**config.mk**
```make
export PLATFORM = sky130hd
export DESIGN_NAME = quadrature_knob_position_tracker_flat
export DESIGN_NICKNAME = d
export VERILOG_FILES = /design/src/hw/rtl/qkp_pkg.sv /design/src/hw/rtl/qkp_in_if.sv /design/src/hw/rtl/qkp_out_if.sv /design/src/hw/rtl/qkp_counter.sv /design/src/hw/rtl/qkp_readout.sv /design/src/hw/rtl/quadrature_knob_position_tracker.sv /design/src/flat_wrapper.sv
export SDC_FILE = /design/constraint.sdc
export NUM_CORES = 1
export LEC_CHECK = 0
export ABC_AREA = 1
export BUFFER_PORTS_ARGS = -buffer_cell sky130_fd_sc_hd__buf_2
export CORE_ASPECT_RATIO = 2
export CORE_MARGIN = 3
export CORE_UTILIZATION = 60
export DETAILED_ROUTE_END_ITERATION = 8
export HOLD_SLACK_MARGIN = 0.05
export PLACE_DENSITY_LB_ADDON = 0.3
export SYNTH_ARGS = -nofsm -noshare
export SYNTH_HDL_FRONTEND = slang
export SYNTH_SLANG_ARGS = --single-unit
```
**constraint.sdc**
```tcl
create_clock -name clk -period 4 [get_ports clk]
set_clock_uncertainty 0.1 [all_clocks]
set_input_delay 0.2 -clock clk [delete_from_list [all_inputs] [get_ports clk]]
set_output_delay 0.2 -clock clk [all_outputs]
set_load 0.005 [all_outputs]
```
**src/hw/rtl/qkp_pkg.sv**
```systemverilog
package qkp_pkg;

	localparam int CFG_INDEX_W = 3;
	localparam int CFG_DATA_W  = 40;

	localparam logic [CFG_INDEX_W-1:0] REG_RING_PIXELS     = 3'd0;
	localparam logic [CFG_INDEX_W-1:0] REG_TARGET_POSITION = 3'd1;
	localparam logic [CFG_INDEX_W-1:0] REG_ANSWER_BAND     = 3'd2;
	localparam logic [CFG_INDEX_W-1:0] REG_BAND_STEP       = 3'd3;
	localparam logic [CFG_INDEX_W-1:0] REG_STRENGTH_TABLE  = 3'd4;

	localparam logic MODE_SAMPLE = 1'b0;
	localparam logic MODE_LOAD   = 1'b1;

	// Transitions as {previous phase, new phase}.
	localparam logic [3:0] STEP_UP_0   = 4'b1101;
	localparam logic [3:0] STEP_UP_1   = 4'b0100;
	localparam logic [3:0] STEP_UP_2   = 4'b0010;
	localparam logic [3:0] STEP_UP_3   = 4'b1011;
	localparam logic [3:0] STEP_DOWN_0 = 4'b1110;
	localparam logic [3:0] STEP_DOWN_1 = 4'b0111;
	localparam logic [3:0] STEP_DOWN_2 = 4'b0001;
	localparam logic [3:0] STEP_DOWN_3 = 4'b1000;

	localparam int RINGS = 3;
	localparam int STEPS_PER_DETENT = 4;
	localparam logic [9:0] COUNT_LIMIT = 10'd1023;

	typedef struct packed {
		logic       mode;
		logic       pin_a;
		logic       pin_b;
		logic [9:0] preset_count;
		logic       clear_phase;
	} qkp_in_t;

	typedef struct packed {
		logic [9:0] raw_count;
		logic [7:0] detent_value;
		logic [1:0] revolution;
		logic [5:0] lit_pixel;
		logic [2:0] vibration_level;
		logic [7:0] vibration_duty;
	} qkp_out_t;

	typedef struct packed {
		logic [6:0]  ring;
		logic [7:0]  ring2;
		logic [8:0]  ring3;
		logic [9:0]  maxc;
		logic [7:0]  target;
		logic [9:0]  th0;
		logic [9:0]  th1;
		logic [9:0]  th2;
		logic [9:0]  th3;
		logic [39:0] strength;
	} qkp_cfg_t;

endpackage

```
**src/hw/rtl/qkp_in_if.sv**
```systemverilog
interface qkp_in_if import qkp_pkg::*; ();
	logic    valid;
	logic    ready;
	qkp_in_t data;

	modport source (output valid, output data, input ready);
	modport sink (input valid, input data, output ready);
endinterface

```
**src/hw/rtl/qkp_out_if.sv**
```systemverilog
interface qkp_out_if import qkp_pkg::*; ();
	logic     valid;
	logic     ready;
	qkp_out_t data;

	modport source (output valid, output data, input ready);
	modport sink (input valid, input data, output ready);
endinterface

```
**src/hw/rtl/qkp_counter.sv**
```systemverilog
module qkp_counter import qkp_pkg::*; (
	input  logic       clk,
	input  logic       arst_n,
	input  logic       update,
	input  qkp_in_t    item,
	input  logic [9:0] maxc,
	output logic [9:0] count
);

	logic [9:0]  count_q;
	logic [1:0]  phase_q;
	logic [3:0]  trans;
	logic [10:0] stepped;
	logic [10:0] count_next;
	logic [1:0]  phase_next;

	assign trans = {phase_q, item.pin_a, item.pin_b};

	always_comb begin
		stepped = {1'b0, count_q};
		case (trans)
			STEP_UP_0, STEP_UP_1, STEP_UP_2, STEP_UP_3: begin
				stepped = {1'b0, count_q} + 11'd1;
			end
			STEP_DOWN_0, STEP_DOWN_1, STEP_DOWN_2, STEP_DOWN_3: begin
				if (count_q != 10'd0) begin
					stepped = {1'b0, count_q} - 11'd1;
				end
			end
			default: begin
				stepped = {1'b0, count_q};
			end
		endcase
	end

	always_comb begin
		if (item.mode == MODE_LOAD) begin
			count_next = {1'b0, item.preset_count};
			phase_next = item.clear_phase ? 2'b00 : phase_q;
		end else begin
			count_next = stepped;
			phase_next = {item.pin_a, item.pin_b};
		end
	end

	always_ff @(posedge clk or negedge arst_n) begin
		if (!arst_n) begin
			count_q <= '0;
			phase_q <= '0;
		end else if (update) begin
			count_q <= (count_next > {1'b0, maxc}) ? maxc : count_next[9:0];
			phase_q <= phase_next;
		end
	end

	assign count = count_q;

endmodule

```
**src/hw/rtl/qkp_readout.sv**
```systemverilog
module qkp_readout import qkp_pkg::*; (
	input  logic [9:0] count,
	input  qkp_cfg_t   cfg,
	output qkp_out_t   view
);

	logic [7:0] quarter;
	logic [8:0] q9;
	logic [8:0] lit9;
	logic [7:0] diff;
	logic [9:0] diff10;

	assign quarter = count[9:2];
	assign q9      = {1'b0, quarter};
	assign diff    = (cfg.target > quarter) ? cfg.target - quarter : quarter - cfg.target;
	assign diff10  = {2'b00, diff};

	always_comb begin
		view           = '0;
		view.raw_count = count;
		lit9           = '0;
		if (q9 < {2'b00, cfg.ring}) begin
			view.detent_value = quarter;
			view.revolution   = 2'd1;
			lit9              = {2'b00, cfg.ring} - 9'd1 - q9;
		end else if (q9 < {1'b0, cfg.ring2}) begin
			view.detent_value = quarter;
			view.revolution   = 2'd2;
			lit9              = {1'b0, cfg.ring2} - 9'd1 - q9;
		end else if (q9 < cfg.ring3) begin
			view.detent_value = quarter;
			view.revolution   = 2'd3;
			lit9              = cfg.ring3 - 9'd1 - q9;
		end else begin
			view.detent_value = 8'(cfg.ring3 - 9'd1);
			view.revolution   = 2'd3;
			lit9              = '0;
		end
		view.lit_pixel = lit9[5:0];

		if (diff10 < cfg.th0) begin
			view.vibration_level = 3'd0;
		end else if (diff10 < cfg.th1) begin
			view.vibration_level = 3'd1;
		end else if (diff10 < cfg.th2) begin
			view.vibration_level = 3'd2;
		end else if (diff10 < cfg.th3) begin
			view.vibration_level = 3'd3;
		end else begin
			view.vibration_level = 3'd4;
		end

		case (view.vibration_level)
			3'd0:    view.vibration_duty = cfg.strength[7:0];
			3'd1:    view.vibration_duty = cfg.strength[15:8];
			3'd2:    view.vibration_duty = cfg.strength[23:16];
			3'd3:    view.vibration_duty = cfg.strength[31:24];
			default: view.vibration_duty = cfg.strength[39:32];
		endcase
	end

endmodule

```
**src/hw/rtl/quadrature_knob_position_tracker.sv**
```systemverilog
// Path: an accepted item passes the input, count and output registers in turn.
// Throughput: one item per cycle unless out_ch.ready stalls it; the count register is
// updated once per item as it leaves the input register, so items follow back to back.
// Reset: arst_n clears the count, the stored phase and all valid flags, and
// restores the configuration registers to their documented defaults.
module quadrature_knob_position_tracker import qkp_pkg::*; #(
	parameter int MAX_RING_PIXELS = 64,
	parameter int DUTY_BITS       = 8
) (
	input  logic                   clk,
	input  logic                   arst_n,
	input  logic                   cfg_we,
	input  logic [CFG_INDEX_W-1:0] cfg_index,
	input  logic [CFG_DATA_W-1:0]  cfg_data,
	qkp_in_if.sink                 in_ch,
	qkp_out_if.source              out_ch
);

	localparam logic [7:0] DUTY_MASK =
		(DUTY_BITS >= 8) ? 8'hFF : 8'((17'd1 << DUTY_BITS) - 17'd1);

	localparam qkp_cfg_t CFG_RESET = '{
		ring: 7'd24, ring2: 8'd48, ring3: 9'd72, maxc: 10'd288, target: 8'd0,
		th0: 10'd2, th1: 10'd7, th2: 10'd12, th3: 10'd17, strength: 40'd0
	};

	logic [6:0]  ring_pixels_q;
	logic [7:0]  target_q;
	logic [7:0]  answer_q;
	logic [7:0]  step_q;
	logic [39:0] strength_q;
	qkp_cfg_t    cfg_q;
	qkp_cfg_t    cfg_next;
	logic [6:0]  ring_eff;
	logic [10:0] ring12;

	logic       valid_s1;
	qkp_in_t    item_s1;
	logic       valid_s2;
	logic       valid_s3;
	qkp_out_t   out_s3;
	logic       adv2;
	logic       adv3;
	logic       in_take;
	logic       update;
	logic [9:0] count;
	qkp_out_t   view;
	qkp_out_t   view_masked;

	always_ff @(posedge clk or negedge arst_n) begin
		if (!arst_n) begin
			ring_pixels_q <= 7'd24;
			target_q      <= 8'd0;
			answer_q      <= 8'd2;
			step_q        <= 8'd5;
			strength_q    <= '0;
		end else if (cfg_we) begin
			case (cfg_index)
				REG_RING_PIXELS:     ring_pixels_q <= cfg_data[6:0];
				REG_TARGET_POSITION: target_q      <= cfg_data[7:0];
				REG_ANSWER_BAND:     answer_q      <= cfg_data[7:0];
				REG_BAND_STEP:       step_q        <= cfg_data[7:0];
				REG_STRENGTH_TABLE:  strength_q    <= cfg_data[39:0];
				default: begin
				end
			endcase
		end
	end

	always_comb begin
		if (ring_pixels_q == 7'd0) begin
			ring_eff = 7'd1;
		end else if ({2'b00, ring_pixels_q} > 9'(MAX_RING_PIXELS)) begin
			ring_eff = 7'(MAX_RING_PIXELS);
		end else begin
			ring_eff = ring_pixels_q;
		end
		ring12            = 11'({ring_eff, 3'b000}) + 11'({ring_eff, 2'b00});
		cfg_next.ring     = ring_eff;
		cfg_next.ring2    = {ring_eff, 1'b0};
		cfg_next.ring3    = 9'({ring_eff, 1'b0}) + 9'(ring_eff);
		cfg_next.maxc     = (ring12 > {1'b0, COUNT_LIMIT}) ? COUNT_LIMIT : ring12[9:0];
		cfg_next.target   = target_q;
		cfg_next.th0      = {2'b00, answer_q};
		cfg_next.th1      = {2'b00, answer_q} + {2'b00, step_q};
		cfg_next.th2      = {2'b00, answer_q} + {1'b0, step_q, 1'b0};
		cfg_next.th3      = {2'b00, answer_q} + {1'b0, step_q, 1'b0} + {2'b00, step_q};
		cfg_next.strength = strength_q;
	end

	always_ff @(posedge clk or negedge arst_n) begin
		if (!arst_n) begin
			cfg_q <= CFG_RESET;
		end else begin
			cfg_q <= cfg_next;
		end
	end

	assign adv3         = !valid_s3 || out_ch.ready;
	assign adv2         = !valid_s2 || adv3;
	assign in_ch.ready  = !valid_s1 || adv2;
	assign in_take      = in_ch.valid && in_ch.ready;
	assign update       = valid_s1 && adv2;

	always_ff @(posedge clk or negedge arst_n) begin
		if (!arst_n) begin
			valid_s1 <= 1'b0;
			valid_s2 <= 1'b0;
			valid_s3 <= 1'b0;
		end else begin
			valid_s1 <= in_take || (valid_s1 && !adv2);
			valid_s2 <= update || (valid_s2 && !adv3);
			valid_s3 <= (valid_s2 && adv3) || (valid_s3 && !out_ch.ready);
		end
	end

	always_comb begin
		view_masked                = view;
		view_masked.vibration_duty = view.vibration_duty & DUTY_MASK;
	end

	always_ff @(posedge clk) begin
		if (in_take) begin
			item_s1 <= in_ch.data;
		end
		if (valid_s2 && adv3) begin
			out_s3 <= view_masked;
		end
	end

	qkp_counter u_counter (
		.clk    (clk),
		.arst_n (arst_n),
		.update (update),
		.item   (item_s1),
		.maxc   (cfg_q.maxc),
		.count  (count)
	);

	qkp_readout u_readout (
		.count (count),
		.cfg   (cfg_q),
		.view  (view)
	);

	assign out_ch.valid = valid_s3;
	assign out_ch.data  = out_s3;

	// The count moves only when an item leaves the input register.
	a_count_hold: assert property (@(posedge clk) disable iff (!arst_n)
		!update |=> $stable(count))
		else $error("count changed without an item");

	// An item leaving the input register always lands in the count stage.
	a_s2_fill: assert property (@(posedge clk) disable iff (!arst_n)
		update |=> valid_s2)
		else $error("item lost between input register and count stage");

	// A stalled result is never dropped.
	a_s3_hold: assert property (@(posedge clk) disable iff (!arst_n)
		valid_s3 && !out_ch.ready |=> valid_s3 && $stable(out_s3))
		else $error("stalled result dropped or changed");

	// Every delivered transaction carries a ring pass and band in range.
	a_out_range: assert property (@(posedge clk) disable iff (!arst_n)
		valid_s3 |-> (out_s3.revolution != 2'd0) && (out_s3.vibration_level <= 3'd4))
		else $error("result field out of range");

endmodule

```
**src/flat_wrapper.sv**
```systemverilog
// flat-port wrapper written by rule: the top's interface ports become plain ports
module quadrature_knob_position_tracker_flat import qkp_pkg::*;
#(
	parameter int MAX_RING_PIXELS = 64,
	parameter int DUTY_BITS       = 8
)
  (clk, arst_n, cfg_we, cfg_index, cfg_data, in_ch_valid, in_ch_data, in_ch_ready, out_ch_valid, out_ch_data, out_ch_ready);
  qkp_in_if in_ch_i ();
  qkp_out_if out_ch_i ();
  input  logic clk;
  input  logic arst_n;
  input  logic cfg_we;
  input  logic [CFG_INDEX_W-1:0] cfg_index;
  input  logic [CFG_DATA_W-1:0] cfg_data;
  input wire logic [$bits(in_ch_i.valid)-1:0] in_ch_valid;
  input wire logic [$bits(in_ch_i.data)-1:0] in_ch_data;
  output wire logic [$bits(in_ch_i.ready)-1:0] in_ch_ready;
  output wire logic [$bits(out_ch_i.valid)-1:0] out_ch_valid;
  output wire logic [$bits(out_ch_i.data)-1:0] out_ch_data;
  input wire logic [$bits(out_ch_i.ready)-1:0] out_ch_ready;
  assign in_ch_i.valid = in_ch_valid;
  assign in_ch_i.data = in_ch_data;
  assign in_ch_ready = in_ch_i.ready;
  assign out_ch_valid = out_ch_i.valid;
  assign out_ch_data = out_ch_i.data;
  assign out_ch_i.ready = out_ch_ready;
  quadrature_knob_position_tracker #(.MAX_RING_PIXELS(MAX_RING_PIXELS), .DUTY_BITS(DUTY_BITS)) u_core (.clk(clk), .arst_n(arst_n), .cfg_we(cfg_we), .cfg_index(cfg_index), .cfg_data(cfg_data), .in_ch(in_ch_i), .out_ch(out_ch_i));
endmodule
```
Word level (Yosys, flattened, before mapping)
Cells that the tools add are included.
{ "totals": {"inputBits": 62, "word_cells": 123, "reg_bits": 249} }
{ "op_classes": {"addsub": 15, "order_cmp": 11, "n_reduce_logical": 30, "n_eq_ne": 16, "n_mux": 21} }
{ "ops": {"columns": ["cell", "count"], "rows": [
  ["10-bit 2-to-1 mux", 5],
  ["8-bit one-hot mux with 4 select lines", 1],
  ["8-bit by 10-bit less-than comparator with 1-bit output", 3],
  ["11-bit 2-to-1 mux", 2],
  ["11-bit one-hot mux with 2 select lines", 1],
  ["6-bit 2-to-1 mux", 3],
  ["6-bit subtractor", 3],
  ["4-bit == test, second input constant", 4],
  ["8-bit less-than comparator", 2],
  ["8-bit subtractor", 2],
  ["7-bit 2-to-1 mux", 2],
  ["3-bit by 2-bit == test with 1-bit output, second input constant", 4],
  ["3-bit 2-to-1 mux", 4],
  ["2-bit AND reduction", 6],
  ["6-bit by 1-bit subtractor with 6-bit output, second input constant", 2],
  ["10-bit by 1-bit adder with 11-bit output, second input constant", 1],
  ["10-bit by 9-bit adder with 11-bit output", 1],
  ["11-bit by 10-bit greater-than comparator with 1-bit output", 1],
  ["11-bit by 10-bit greater-than comparator with 1-bit output, second input constant", 1],
  ["10-bit by 1-bit subtractor with 11-bit output, second input constant", 1],
  ["10-bit by 8-bit adder with 10-bit output", 1],
  ["8-bit by 9-bit adder with 10-bit output", 1],
  ["10-bit nonzero test", 1],
  ["8-bit by 7-bit adder with 9-bit output", 1],
  ["20 further kinds", 40]
]} }

Longest topological paths before layout
Gate-level depths: netlist of run 1.
{ "logic_depth": {"depth_word": 9, "depth_mapped": 28, "mapped_depth_nobuf": 28} }

Modules after synthesis
A second synthesis of run 1 with hierarchy kept.
{ "unflattened": {"hier_cells": 1533, "hier_area_um2": 13842.0} }
{ "modules_own_cells": {"columns": ["module", "n_inst", "cells_each", "seq_area_each_um2", "area_per_inst_um2"], "rows": [
  ["quadrature_knob_position_tracker", 1, 601, 6058.3, 8291.7],
  ["qkp_readout", 1, 598, 0.0, 3683.5],
  ["qkp_counter", 1, 334, 300.3, 1866.8]
]} }

Least setup slack after synthesis of run 1
OpenSTA, ideal clock, no wires.
{ "synth_path": {"path_kind": "register to register", "start": "reg u_core.u_counter.count_q[3] (netlist: u_core.u_counter.count[3])", "end": "reg u_core.out_s3, in the netlist u_core.out_ch.data[5] (data pin)", "period_less_slack_ns": 3.584, "arrival_ns": 3.220, "stages_incl_launch_ff": 23, "slack_ns": 0.416, "t_required_ns": 3.636, "path_cell_list": "dfrtp_1 -> buf_6 -> inv_1 -> fa_1 -> inv_1 -> o21ai_1 -> nand2_1 -> o211ai_1 -> nand2_2 -> inv_2 -> nand2_1 -> nand3_1 -> nand2_1 -> inv_1 -> ha_1 -> nand2_1 -> o21a_1 -> nand2_1 -> buf_4 -> clkbuf_1 -> nor2_1 -> nor2_1 -> nand4_1"} }
{ "synth_rtl": {"columns": ["item", "line", "rtl"], "rows": [
  ["start, declared", "qkp_counter.sv:10", "logic [9:0] count_q;"],
  ["start signal, assigned", "qkp_counter.sv:51", "count_q <= (count_next > {1'b0, maxc}) ? maxc : count_next[9:0];"],
  ["end signal, assigned", "quadrature_knob_position_tracker.sv:127", "out_s3 <= view_masked;"],
  ["end, declared", "quadrature_knob_position_tracker.sv:41", "qkp_out_t out_s3;"]
]} }

==> run metrics, run 1 <==
Critical Path Most Common Cell=nand2_1; max-slew violation count=0; Hold EP=u_core.answer_q[3]; final setup fails=0; count leader, synth=nand2_1; layout cells sized above 1=16.4%; CTS Buf Count=21; leakage power=0.00790 uW; clock sinks=243; CP endpoint kind=flop; TNS Setup=0 ns; multi-input logic area=5780 um2; EDFF count, synth=51; DRC Markers=0; most instantiated cells after synthesis=nand2_1 (304), inv_1 (219), dfrtp_1 (174); CTS tree=yes; async set or reset register ratio after synthesis=79.0%; Synth Area per Inst=9.18 um2; PortBufs=100; Die X=110 um; slowest cell delay on critical path=0.38 ns; final hold viol count=0; vias in the first global route=11,100; fin crit period=3.70 ns; Ys Warns=0; RSZ-0062 raised after global routing=false; hold path start=cfg_data[3]; Synth area leader=dfrtp_1; Peak VDD IR=669 uV; max frequency=0.270 GHz; Clock Latency Late Sink=0.52 ns; Slew @ Worst Pin=1.07 ns; power density cells=878 nW/um2; Chip Height=215 um; Initial Util=61.7%; DIE AREA=23,700 um2; Post-DP HPWL=25.3 mm; R2R Setup Slk=0.30 ns; Routed Antenna Nets=0; fillers=1,549; CTS root buf=clkbuf_16; clock share of power=16.1%; global-route wire length before repair=55.1 mm; Reg power frac=28.8%; Syn Nets=1,615; FF-to-FF Start=u_core.cfg_q[80]; CP Data Required Time=4.16 ns; Cell Int Power=7430 uW; post-synth cell types=42; Core ar.=21,200 um2; post-route clock period utilization=92.5%; routed via count=10,400; Synth top area share=33.3%; row count=75; Synth area leaders=dfrtp_1 (33%), edfxtp_1 (12%), ha_1 (11%); Synth Flop Type=dfrtp_1; Routed WL=35.0 mm; max_cap viols=0; Slew headroom=28.7%; WS Path Type=reg2reg; dpl cell area=14,000 um2; largest net degree at the start of global routing=109; worst-path fanout max=8; Switching Power=6040 uW; I/O pin count=101; 1st-iter DRT viols=531; H-tree levels=1; Bufs and invs on worst path=7; total track usage=29.5%; initial antenna violation count=0; DR pass1 iterations=5; FF-to-FF End=u_core.out_ch.data[2]; design area=15,300 um2; Synth Instances=1,426; R2R depth=26; Final nets=1,793; Critical Path Source=u_core.cfg_q[80]; hold path depth=3; outcome=complete, no violations; switching share of power=44.8%; register area share after synthesis=48.6%; worst min path class=in2reg; FF+latch area=6360 um2; number of synthesized register bits=243; final antenna diode count=0; critical path arrival=3.86 ns; top cell family by delay on the critical path=simple AND/OR/NAND/NOR gates; critical path's slowest cell=dfrtp_1; GPL Wtd Cong=0.985; Setup crit start kind=flop; Mapped Area=13,100 um2; gr ovfl total=0; Area Overhead vs Synth=17.2%; clock buffer depth=3; DR WL/cell=18.5 um; clock-pin slew on the worst setup and hold paths=0.07 ns; Combinational Power Share=55.1%; hold slack=0.0820 ns; vias per cell=5.50
## worst max-delay path by stage
stage,depth (start not counted),slack [ns],end
2_1_floorplan,22,0.42,u_core.out_ch.data[5]
3_3_place_gp,27,0.18,u_core.out_ch.data[5]
3_5_place_dp,27,0.09,u_core.out_ch.data[3]
4_1_cts,27,0.06,u_core.out_ch.data[3]
5_1_grt,26,0.002,u_core.out_ch.data[2]
6_report,26,0.30,u_core.out_ch.data[2]
## tightest hold or removal path: stages
cell     delay [ns]
buf_2          0.07
inv_1          0.17
o21ai_0        0.21
## through the flow
stage          setup WS (ns)  std cells  utilization (%)  power [uW]
3_5_place_dp          0.0881       1792             65.9       11000
5_1_grt              0.00152       1888             72.3       14600
3_3_place_gp           0.181       1792             65.9       10700
6_report               0.299       1888             72.3       13500
4_1_cts               0.0559       1884             72.0       13200
2_1_floorplan          0.416       1426                -        8780
## final cells by class
type	instances	share of cell area, %
clock buffers	30	4.18
clock inverters	8	0.701
inverters	224	5.48
multi-input cells	932	37.7
flip-flops and latches	243	41.5
well taps	269	2.19
repair buffers	182	8.30
## state kept, by name, summed over array words and instances, names as in the netlist
name and cells:
u_core.valid_s2 1, u_core.cfg_q 106, u_core.out_ch.valid 1, u_core.step_q 8
u_core.ring_pixels_q 7, u_core.item_s1 14, u_core.answer_q 8, u_core.u_counter.phase_q 2
u_core.out_ch.data 37, u_core.u_counter.count 10, u_core.valid_s1 1, u_core.strength_q 40
u_core.target_q 8
## cells by family (layout without fill, tap and decap cells)
logic type	count (synthesis)	in the layout	share of synthesized area [%]
muxes	32	32	2.75
buffers and inverters	252	444	7.72
DFF	243	243	48.6
adders and majority gates	127	127	12.7
and+or+nand+nor	542	543	17.5
AOI/OAI and AO/OA	184	184	7.68
xor gates and xnor gates	46	46	3.08
## layer usage
metal  global-route usage [%]  routed length (um)  up-vias
li1                         -                   -     4960
met5                        0                   0        -
met2                     58.0               19600      366
met4                     23.6                3160        0
met1                     25.9               10900     4889
met3                     3.26                1350      174
## cells in the final DEF, fill, tap and decap left out, drive strengths merged, types with 32 or more instances in the layout
cell type,instances
buf,127
xor2,33
inv,226
nand3,72
edfxtp,51
mux2,32
nor2,106
dlygate4sd3,54
a21oi,73
dfrtp,174
o21ai,83
nand2,313
ha,118
## power groups by stage
stage	Sequential (uW)	Combinational (uW)	Clock, uW
floorplan	3840	4940	0
global placement	3880	6860	0
detailed placement	3910	7040	0
CTS	3870	7150	2200
global route	3950	8330	2300
finish	3880	7420	2170
## repair_timing
| action | 4_1_cts | 5_1_grt |
|---|---|---|
| endpoints found under the hold margin | 167 | 0 |
| hold buffers | 54 | 0 |
| gates resized for setup | 0 | 15 |
| buffers inserted | 0 | 3 |
| endpoints found under the setup margin | 0 | 10 |
Note: power is estimated with default switching activity, not from simulation.
==> run 2, diff against run 1 <==
--- a/config.mk
+++ b/config.mk
@@ -9,7 +9,7 @@
 export BUFFER_PORTS_ARGS = -buffer_cell sky130_fd_sc_hd__buf_2
 export CORE_ASPECT_RATIO = 2
 export CORE_MARGIN = 3
-export CORE_UTILIZATION = 60
+export CORE_UTILIZATION = 40
 export DETAILED_ROUTE_END_ITERATION = 8
 export HOLD_SLACK_MARGIN = 0.05
 export PLACE_DENSITY_LB_ADDON = 0.3
==> run 2 against run 1 <==
Sequential power hardly changed. Non-clock buffer count increased by 4. Cell count is 8.7% higher. Critical endpoint is now u_core.out_ch.data[1]. Largest cell class unchanged. Highest routed layer unchanged.
==> run metrics, run 2 (synthesized netlist as in run 1, its figures left out) <==
Area Overhead vs Synth=19.5% (was 17.2%); Layout Cells excl Fill=2,053 (was 1,888); met2 WL=20.9 mm (was 19.6 mm); Peak VDD IR=509 uV (was 669 uV); vias per cell=4.96 (was 5.50); outcome=complete, no violations (unchanged); final hold viol count=0 (unchanged); Clock Latency Late Sink=0.55 ns (was 0.52 ns); DR pass1 iterations=5 (unchanged); Slew @ Worst Pin=1.07 ns (about the same); post-route clock period utilization=94.9% (was 92.5%); max-slew violation count=0 (unchanged); final antenna diode count=0 (unchanged); final setup fails=0 (unchanged); PortBufs=100 (unchanged); clock buffer depth=3 (unchanged); DIE AREA=35,100 um2 (was 23,700 um2); max reg flops=106 (unchanged); Placed Cells=1,950 (was 1,792); row count=93 (was 75); H-tree levels=1 (unchanged); critical path arrival=3.98 ns (was 3.86 ns); DR WL/cell=17.5 um (was 18.5 um); global-route wire length before repair=55.3 mm (was 55.1 mm); worst min path class=in2async (was in2reg); commonest non-fill, non-tap cells in the layout=nand2_1 (301), inv_1 (218), dfrtp_1 (174), ha_1 (117), buf_2 (99) (was nand2_1 (302), inv_1 (218), dfrtp_1 (174), ha_1 (118), buf_2 (99)); post-placement setup slack=0.0711 ns (was 0.0881 ns); largest net degree at the start of global routing=105 (was 109); WS Path Type=reg2reg (unchanged); Routed WL=35.9 mm (was 35.0 mm); clock sinks=243 (unchanged); commonest non-fill, non-tap cell in the layout=nand2_1 (unchanged); Cell Int Power=7550 uW (was 7430 uW); CTS root buf=clkbuf_16 (unchanged); Reg power frac=28.1% (was 28.8%); Routed met3 length=995 um (was 1.35 mm); initial antenna violation count=0 (unchanged); Switching Power=6190 uW (was 6040 uW); power density cells=878 nW/um2 (about the same); clock share of power=16.8% (was 16.1%); I/O pin count=101 (unchanged); Chip Height=262 um (was 215 um); Die X=134 um (was 110 um); Setup crit start kind=flop (unchanged); Util after Layout=48.5% (was 72.3%); Initial Util=40.6% (was 61.7%); CTS tree=yes (unchanged); Routed Antenna Nets=0 (unchanged); CTS Buf Count=23 (was 21); gr ovfl total=0 (unchanged); leakage power=0.00794 uW (was 0.00790 uW); Combinational Power Share=55.2% (was 55.1%); Slew headroom=28.5% (was 28.7%); layout cells sized above 1=16.5% (was 16.4%); Final WS setup=0.202 ns (was 0.299 ns); Largest Register=u_core.cfg_q (unchanged); clock-pin slew on the worst setup and hold paths=0.08 ns (was 0.07 ns); CP Data Required Time=4.18 ns (was 4.16 ns); routed via count=10,200 (was 10,400); GPL Wtd Cong=0.997 (was 0.985); dpl cell area=14,200 um2 (was 14,000 um2); Metal-1 WL=11.2 mm (was 10.9 mm); 1st-iter DRT viols=442 (was 531); fillers=3,026 (was 1,549); max frequency=0.263 GHz (was 0.270 GHz); switching share of power=45.0% (was 44.8%); max_cap viols=0 (unchanged); CP endpoint kind=flop (unchanged); vias in the first global route=10,600 (was 11,100); DRC Markers=0 (unchanged); total track usage=20.5% (was 29.5%); worst-path fanout max=8 (unchanged); fin crit period=3.80 ns (was 3.70 ns); Post-DP HPWL=27.7 mm (was 25.3 mm); max layer used=met4 (unchanged); Final nets=1,798 (was 1,793); Core ar.=32,200 um2 (was 21,200 um2); design area=15,600 um2 (was 15,300 um2)
[run 2: cell type report]
cell class	count	area, um2	area share (%)
flip-flops and latches	243	6360	40.7
multi-input cells	931	5790	37.0
repair buffers	186	1320	8.42
inverters	224	841	5.38
clock buffers	29	661	4.23
well taps	427	534	3.42
clock inverters	13	135	0.864
[run 2: power by group through the flow]
| stage | combinational (uW) | clock [uW] | sequential (uW) |
|---|---|---|---|
| after detailed placement | 7220 | 0 | 3910 |
| final | 7580 | 2300 | 3850 |
| after global placement | 7080 | 0 | 3890 |
| after CTS | 7300 | 2340 | 3860 |
| after global routing | 8540 | 2450 | 3930 |
| after floorplan | 4940 | 0 | 3840 |
[run 2: final timing paths]
path                                  startpoint                     to  slack (ns)  cells past startpoint
min                                       arst_n      u_core.cfg_q[116]        0.15                      2
max reg2reg                     u_core.cfg_q[80]  u_core.out_ch.data[1]        0.20                     23
min in group clk           u_core.strength_q[30]       u_core.cfg_q[30]        0.25                      0
min reg2reg                u_core.strength_q[30]       u_core.cfg_q[30]        0.25                      0
max in group asynchronous                 arst_n       u_core.step_q[0]        2.63                      3
max                             u_core.cfg_q[80]  u_core.out_ch.data[1]        0.20                     23
[run 2: per-stage QoR]
stage               power, uW  hold WS [ns]  setup TNS [ns]
global route            14900         0.236          -0.109
CTS                     13500         0.181               0
detailed placement      11100         0.198               0
floorplan                8780        -0.196               0
global placement        11000         0.195               0
finish                  13700         0.151               0
[run 2: critical path: stages, from the launching register on]
cell and delay [ns]:
dfrtp_1 0.38, inv_1 0.05, ha_1 0.15, inv_1 0.05, fa_1 0.41, inv_1 0.09
o21ai_1 0.10, nand2_1 0.07, o211ai_1 0.09, nand2_2 0.17, buf_4 0.14, nand2_1 0.04
nand2_1 0.07, inv_1 0.12, ha_1 0.34, a21oi_2 0.22, nand2_1 0.12, nand2_1 0.07
nand2_1 0.14, nand4_1 0.13, buf_4 0.16, nor2_1 0.05, nor2_1 0.15, nand4_1 0.12
[run 2: routing by layer]
metal | track usage [%] | vias to the layer above
met4 | 14.7 | 0
met5 | 0 | -
met2 | 42.4 | 267
met1 | 17.3 | 4817
li1 | - | 4972
met3 | 2.26 | 131
[run 2: what timing repair did]
action	4_1_cts	5_1_grt
endpoints found under the setup margin	0	10
setup buffers	0	3
hold buffers	58	0
hold endpoints to repair	144	0
gates resized for setup	0	19
==> run 3, diff against run 2 <==
--- a/config.mk
+++ b/config.mk
@@ -6,13 +6,13 @@
 export NUM_CORES = 1
 export LEC_CHECK = 0
 export ABC_AREA = 1
-export BUFFER_PORTS_ARGS = -buffer_cell sky130_fd_sc_hd__buf_2
 export CORE_ASPECT_RATIO = 2
 export CORE_MARGIN = 3
 export CORE_UTILIZATION = 40
 export DETAILED_ROUTE_END_ITERATION = 8
+export DONT_BUFFER_PORTS = 1
 export HOLD_SLACK_MARGIN = 0.05
-export PLACE_DENSITY_LB_ADDON = 0.3
+export PLACE_DENSITY = 0.54
 export SYNTH_ARGS = -nofsm -noshare
 export SYNTH_HDL_FRONTEND = slang
 export SYNTH_SLANG_ARGS = --single-unit
==> constraint.sdc (replaced) <==
create_clock -name clk -period 3.1 [get_ports clk]
set_clock_uncertainty 0.1 [all_clocks]
set_input_delay 0.155 -clock clk [delete_from_list [all_inputs] [get_ports clk]]
set_output_delay 0.155 -clock clk [all_outputs]
set_load 0.005 [all_outputs]
==> run 3 against run 2 <==
The flow now finishes with violations (negative hold slack, negative setup slack). Sequential power grew 31%. Combinational power grew 68%. Worst hold slack lost 0.93 ns. Largest power group unchanged. Critical path type unchanged. Clock power grew 33%. Die area is the same. Sequential cell count is the same. Register-to-register slack lost 0.69 ns.
==> run metrics, run 3 (synthesized netlist as in run 1, its figures left out) <==
outcome=complete, but fails checks (was complete, no violations); failing checks=negative hold slack, negative setup slack; dpl cell area=14,300 um2 (was 14,200 um2); leakage power=0.00813 uW (was 0.00794 uW); CTS tree=yes (unchanged); fin crit period=3.59 ns (was 3.80 ns); total power draw=20,800 uW (was 13,700 uW); R2R Setup Slk=-0.49 ns (was 0.20 ns); Core ar.=32,200 um2 (unchanged); CP Data Required Time=3.27 ns (was 4.18 ns); Initial Util=40.6% (unchanged); worst min path class=in2async (unchanged); Final WS setup=-0.488 ns (was 0.202 ns); Layout Cells excl Fill=2,047 (was 2,053); final setup fails=17 (was 0); I/O pin count=101 (unchanged); CTS Buf Count=24 (was 23); Post-DP HPWL=27.7 mm (about the same); worst-path fanout max=8 (unchanged); DR WL/cell=17.7 um (was 17.5 um); critical path arrival=3.76 ns (was 3.98 ns); clock buffer depth=3 (unchanged); Slew @ Worst Pin=0.768 ns (was 1.07 ns); DRC Markers=0 (unchanged); vias per cell=4.95 (was 4.96); max-slew violation count=0 (unchanged); largest net degree at the start of global routing=193 (was 105); final hold viol count=192 (was 0); hold_buf cts=57 (was 58); Largest Register=u_core.cfg_q (unchanged); H-tree levels=1 (unchanged); hold slack=-0.776 ns (was 0.151 ns); Area Overhead vs Synth=27.9% (was 19.5%); max_cap viols=0 (unchanged); FF-to-FF End=u_core.out_ch.data[4] (was u_core.out_ch.data[1]); power density cells=1240 nW/um2 (was 878 nW/um2); Final nets=1,791 (was 1,798); final antenna diode count=0 (unchanged); WS Path Type=reg2reg (unchanged); PortBufs=0 (was 100); DR pass1 iterations=5 (unchanged); Placed Cells=1,918 (was 1,950); 1st-iter DRT viols=324 (was 442); clock-pin slew on the worst setup and hold paths=0.07 ns (was 0.08 ns); Routed WL=36.3 mm (was 35.9 mm); gr ovfl total=0 (unchanged); design area=16,700 um2 (was 15,600 um2); total track usage=20.5% (about the same); global-route wire length before repair=55.5 mm (was 55.3 mm); clock sinks=243 (unchanged); CTS root buf=clkbuf_16 (unchanged); GPL Wtd Cong=0.901 (was 0.997); layout cells sized above 1=25.2% (was 16.5%); commonest non-fill, non-tap cell in the layout=nand2_1 (unchanged); CP endpoint kind=flop (unchanged); Critical Path Source=u_core.cfg_q[80] (unchanged); commonest non-fill, non-tap cells in the layout=nand2_1 (259), inv_1 (196), dfrtp_1 (171), buf_4 (101), ha_1 (100) (was nand2_1 (301), inv_1 (218), dfrtp_1 (174), ha_1 (117), buf_2 (99)); Clock Latency Late Sink=0.54 ns (was 0.55 ns); Die X=134 um (unchanged); Setup crit start kind=flop (unchanged); initial antenna violation count=0 (unchanged); Chip Height=262 um (unchanged); routed via count=10,100 (was 10,200); R2R depth=27 (was 23); Routed Antenna Nets=0 (unchanged); Peak VDD IR=791 uV (was 509 uV); CP endpoint=u_core.out_ch.data[4] (was u_core.out_ch.data[1]); DIE AREA=35,100 um2 (unchanged); RSZ-0062 raised after global routing=true; Slew headroom=48.6% (was 28.5%); max frequency=0.279 GHz (was 0.263 GHz); max reg flops=106 (unchanged); FF-to-FF Start=u_core.cfg_q[80] (unchanged); Util after Layout=51.9% (was 48.5%); TNS Setup=-4.43 ns (was 0 ns); vias in the first global route=10,500 (was 10,600); row count=93 (unchanged); post-route clock period utilization=116% (was 94.9%)
run 3: changes by cell type in the layout (fill, tap and decap cells not counted), sizes merged:
| cell | delta |
|---|---|
| buf | -6 |
| bufinv | -1 |
| clkbuf | +6 |
| clkinv | -1 |
| dlygate4sd3 | -1 |
| inv | -3 |
run 3: cell type report:
| class | count | area [um2] |
|---|---|---|
| repair buffers | 178 | 1570 |
| clock inverters | 8 | 92.6 |
| flip-flops and latches | 243 | 6360 |
| inverters | 224 | 865 |
| well taps | 427 | 534 |
| fillers | 2988 | 15500 |
| clock buffers | 36 | 748 |
| multi-input cells | 931 | 6570 |
run 3: worst min path at each step:
| stage | from | endpoint | slack, ns | cells past startpoint |
|---|---|---|---|---|
| finish | arst_n | u_core.cfg_q[81] | -0.78 | 0 |
| floorplan | arst_n | u_core.answer_q[0] | -0.24 | 0 |
| global placement | arst_n | u_core.cfg_q[116] | -0.23 | 0 |
| CTS | arst_n | u_core.cfg_q[8] | -0.81 | 0 |
| global route | arst_n | u_core.cfg_q[116] | -0.81 | 0 |
| detailed placement | arst_n | u_core.cfg_q[116] | -0.23 | 0 |
run 3: worst max-delay path, cell delays in order, from the launching register on:
cell and delay [ns]:
dfrtp_1 0.38, inv_2 0.07, ha_4 0.14, inv_2 0.03, fa_2 0.34, inv_2 0.07, o21ai_2 0.05, nand2_1 0.06
o211ai_1 0.09, nand2_2 0.19, buf_6 0.13, nand2_4 0.05, nand2_2 0.07, nand2_2 0.05, nand2_2 0.08, clkinv_4 0.10
ha_4 0.27, nand2_2 0.06, inv_1 0.05, o21bai_2 0.16, buf_4 0.15, nand2_4 0.05, nor2_4 0.11, nand2_2 0.11
inv_2 0.09, nor2_4 0.06, nand2_1 0.08, nand4_1 0.12
run 3: repair_timing:
item                       in CTS  in global routing
setup buffers                  15                 15
setup endpoints to repair      22                 23
pin swaps                      33                 51
hold endpoints to repair      294                192
gates resized for setup       102                109
run 3: per-stage QoR:
step | hold WS, ns | worst slack, ns
CTS | -0.809 | -0.386
floorplan | -0.241 | -0.197
finish | -0.776 | -0.488
global route | -0.808 | -0.700
global placement | -0.225 | -0.441
detailed placement | -0.225 | -0.544
run 3: report_power, final:
part	internal, uW	switching [uW]	total (uW)	leakage [uW]
Clock	1770	1270	3050	0.000417
Sequential	4510	543	5060	0.00281
Combinational	5230	7500	12700	0.00490
run 3: metal layers:
| layer | global-route usage (%) | vias up | routed length (um) |
|---|---|---|---|
| li1 | - | 4953 | - |
| met1 | 18.0 | 4914 | 11500 |
| met2 | 43.3 | 173 | 21700 |
| met3 | 1.97 | 96 | 792 |
| met4 | 12.1 | 0 | 2390 |
| met5 | 0 | - | 0 |
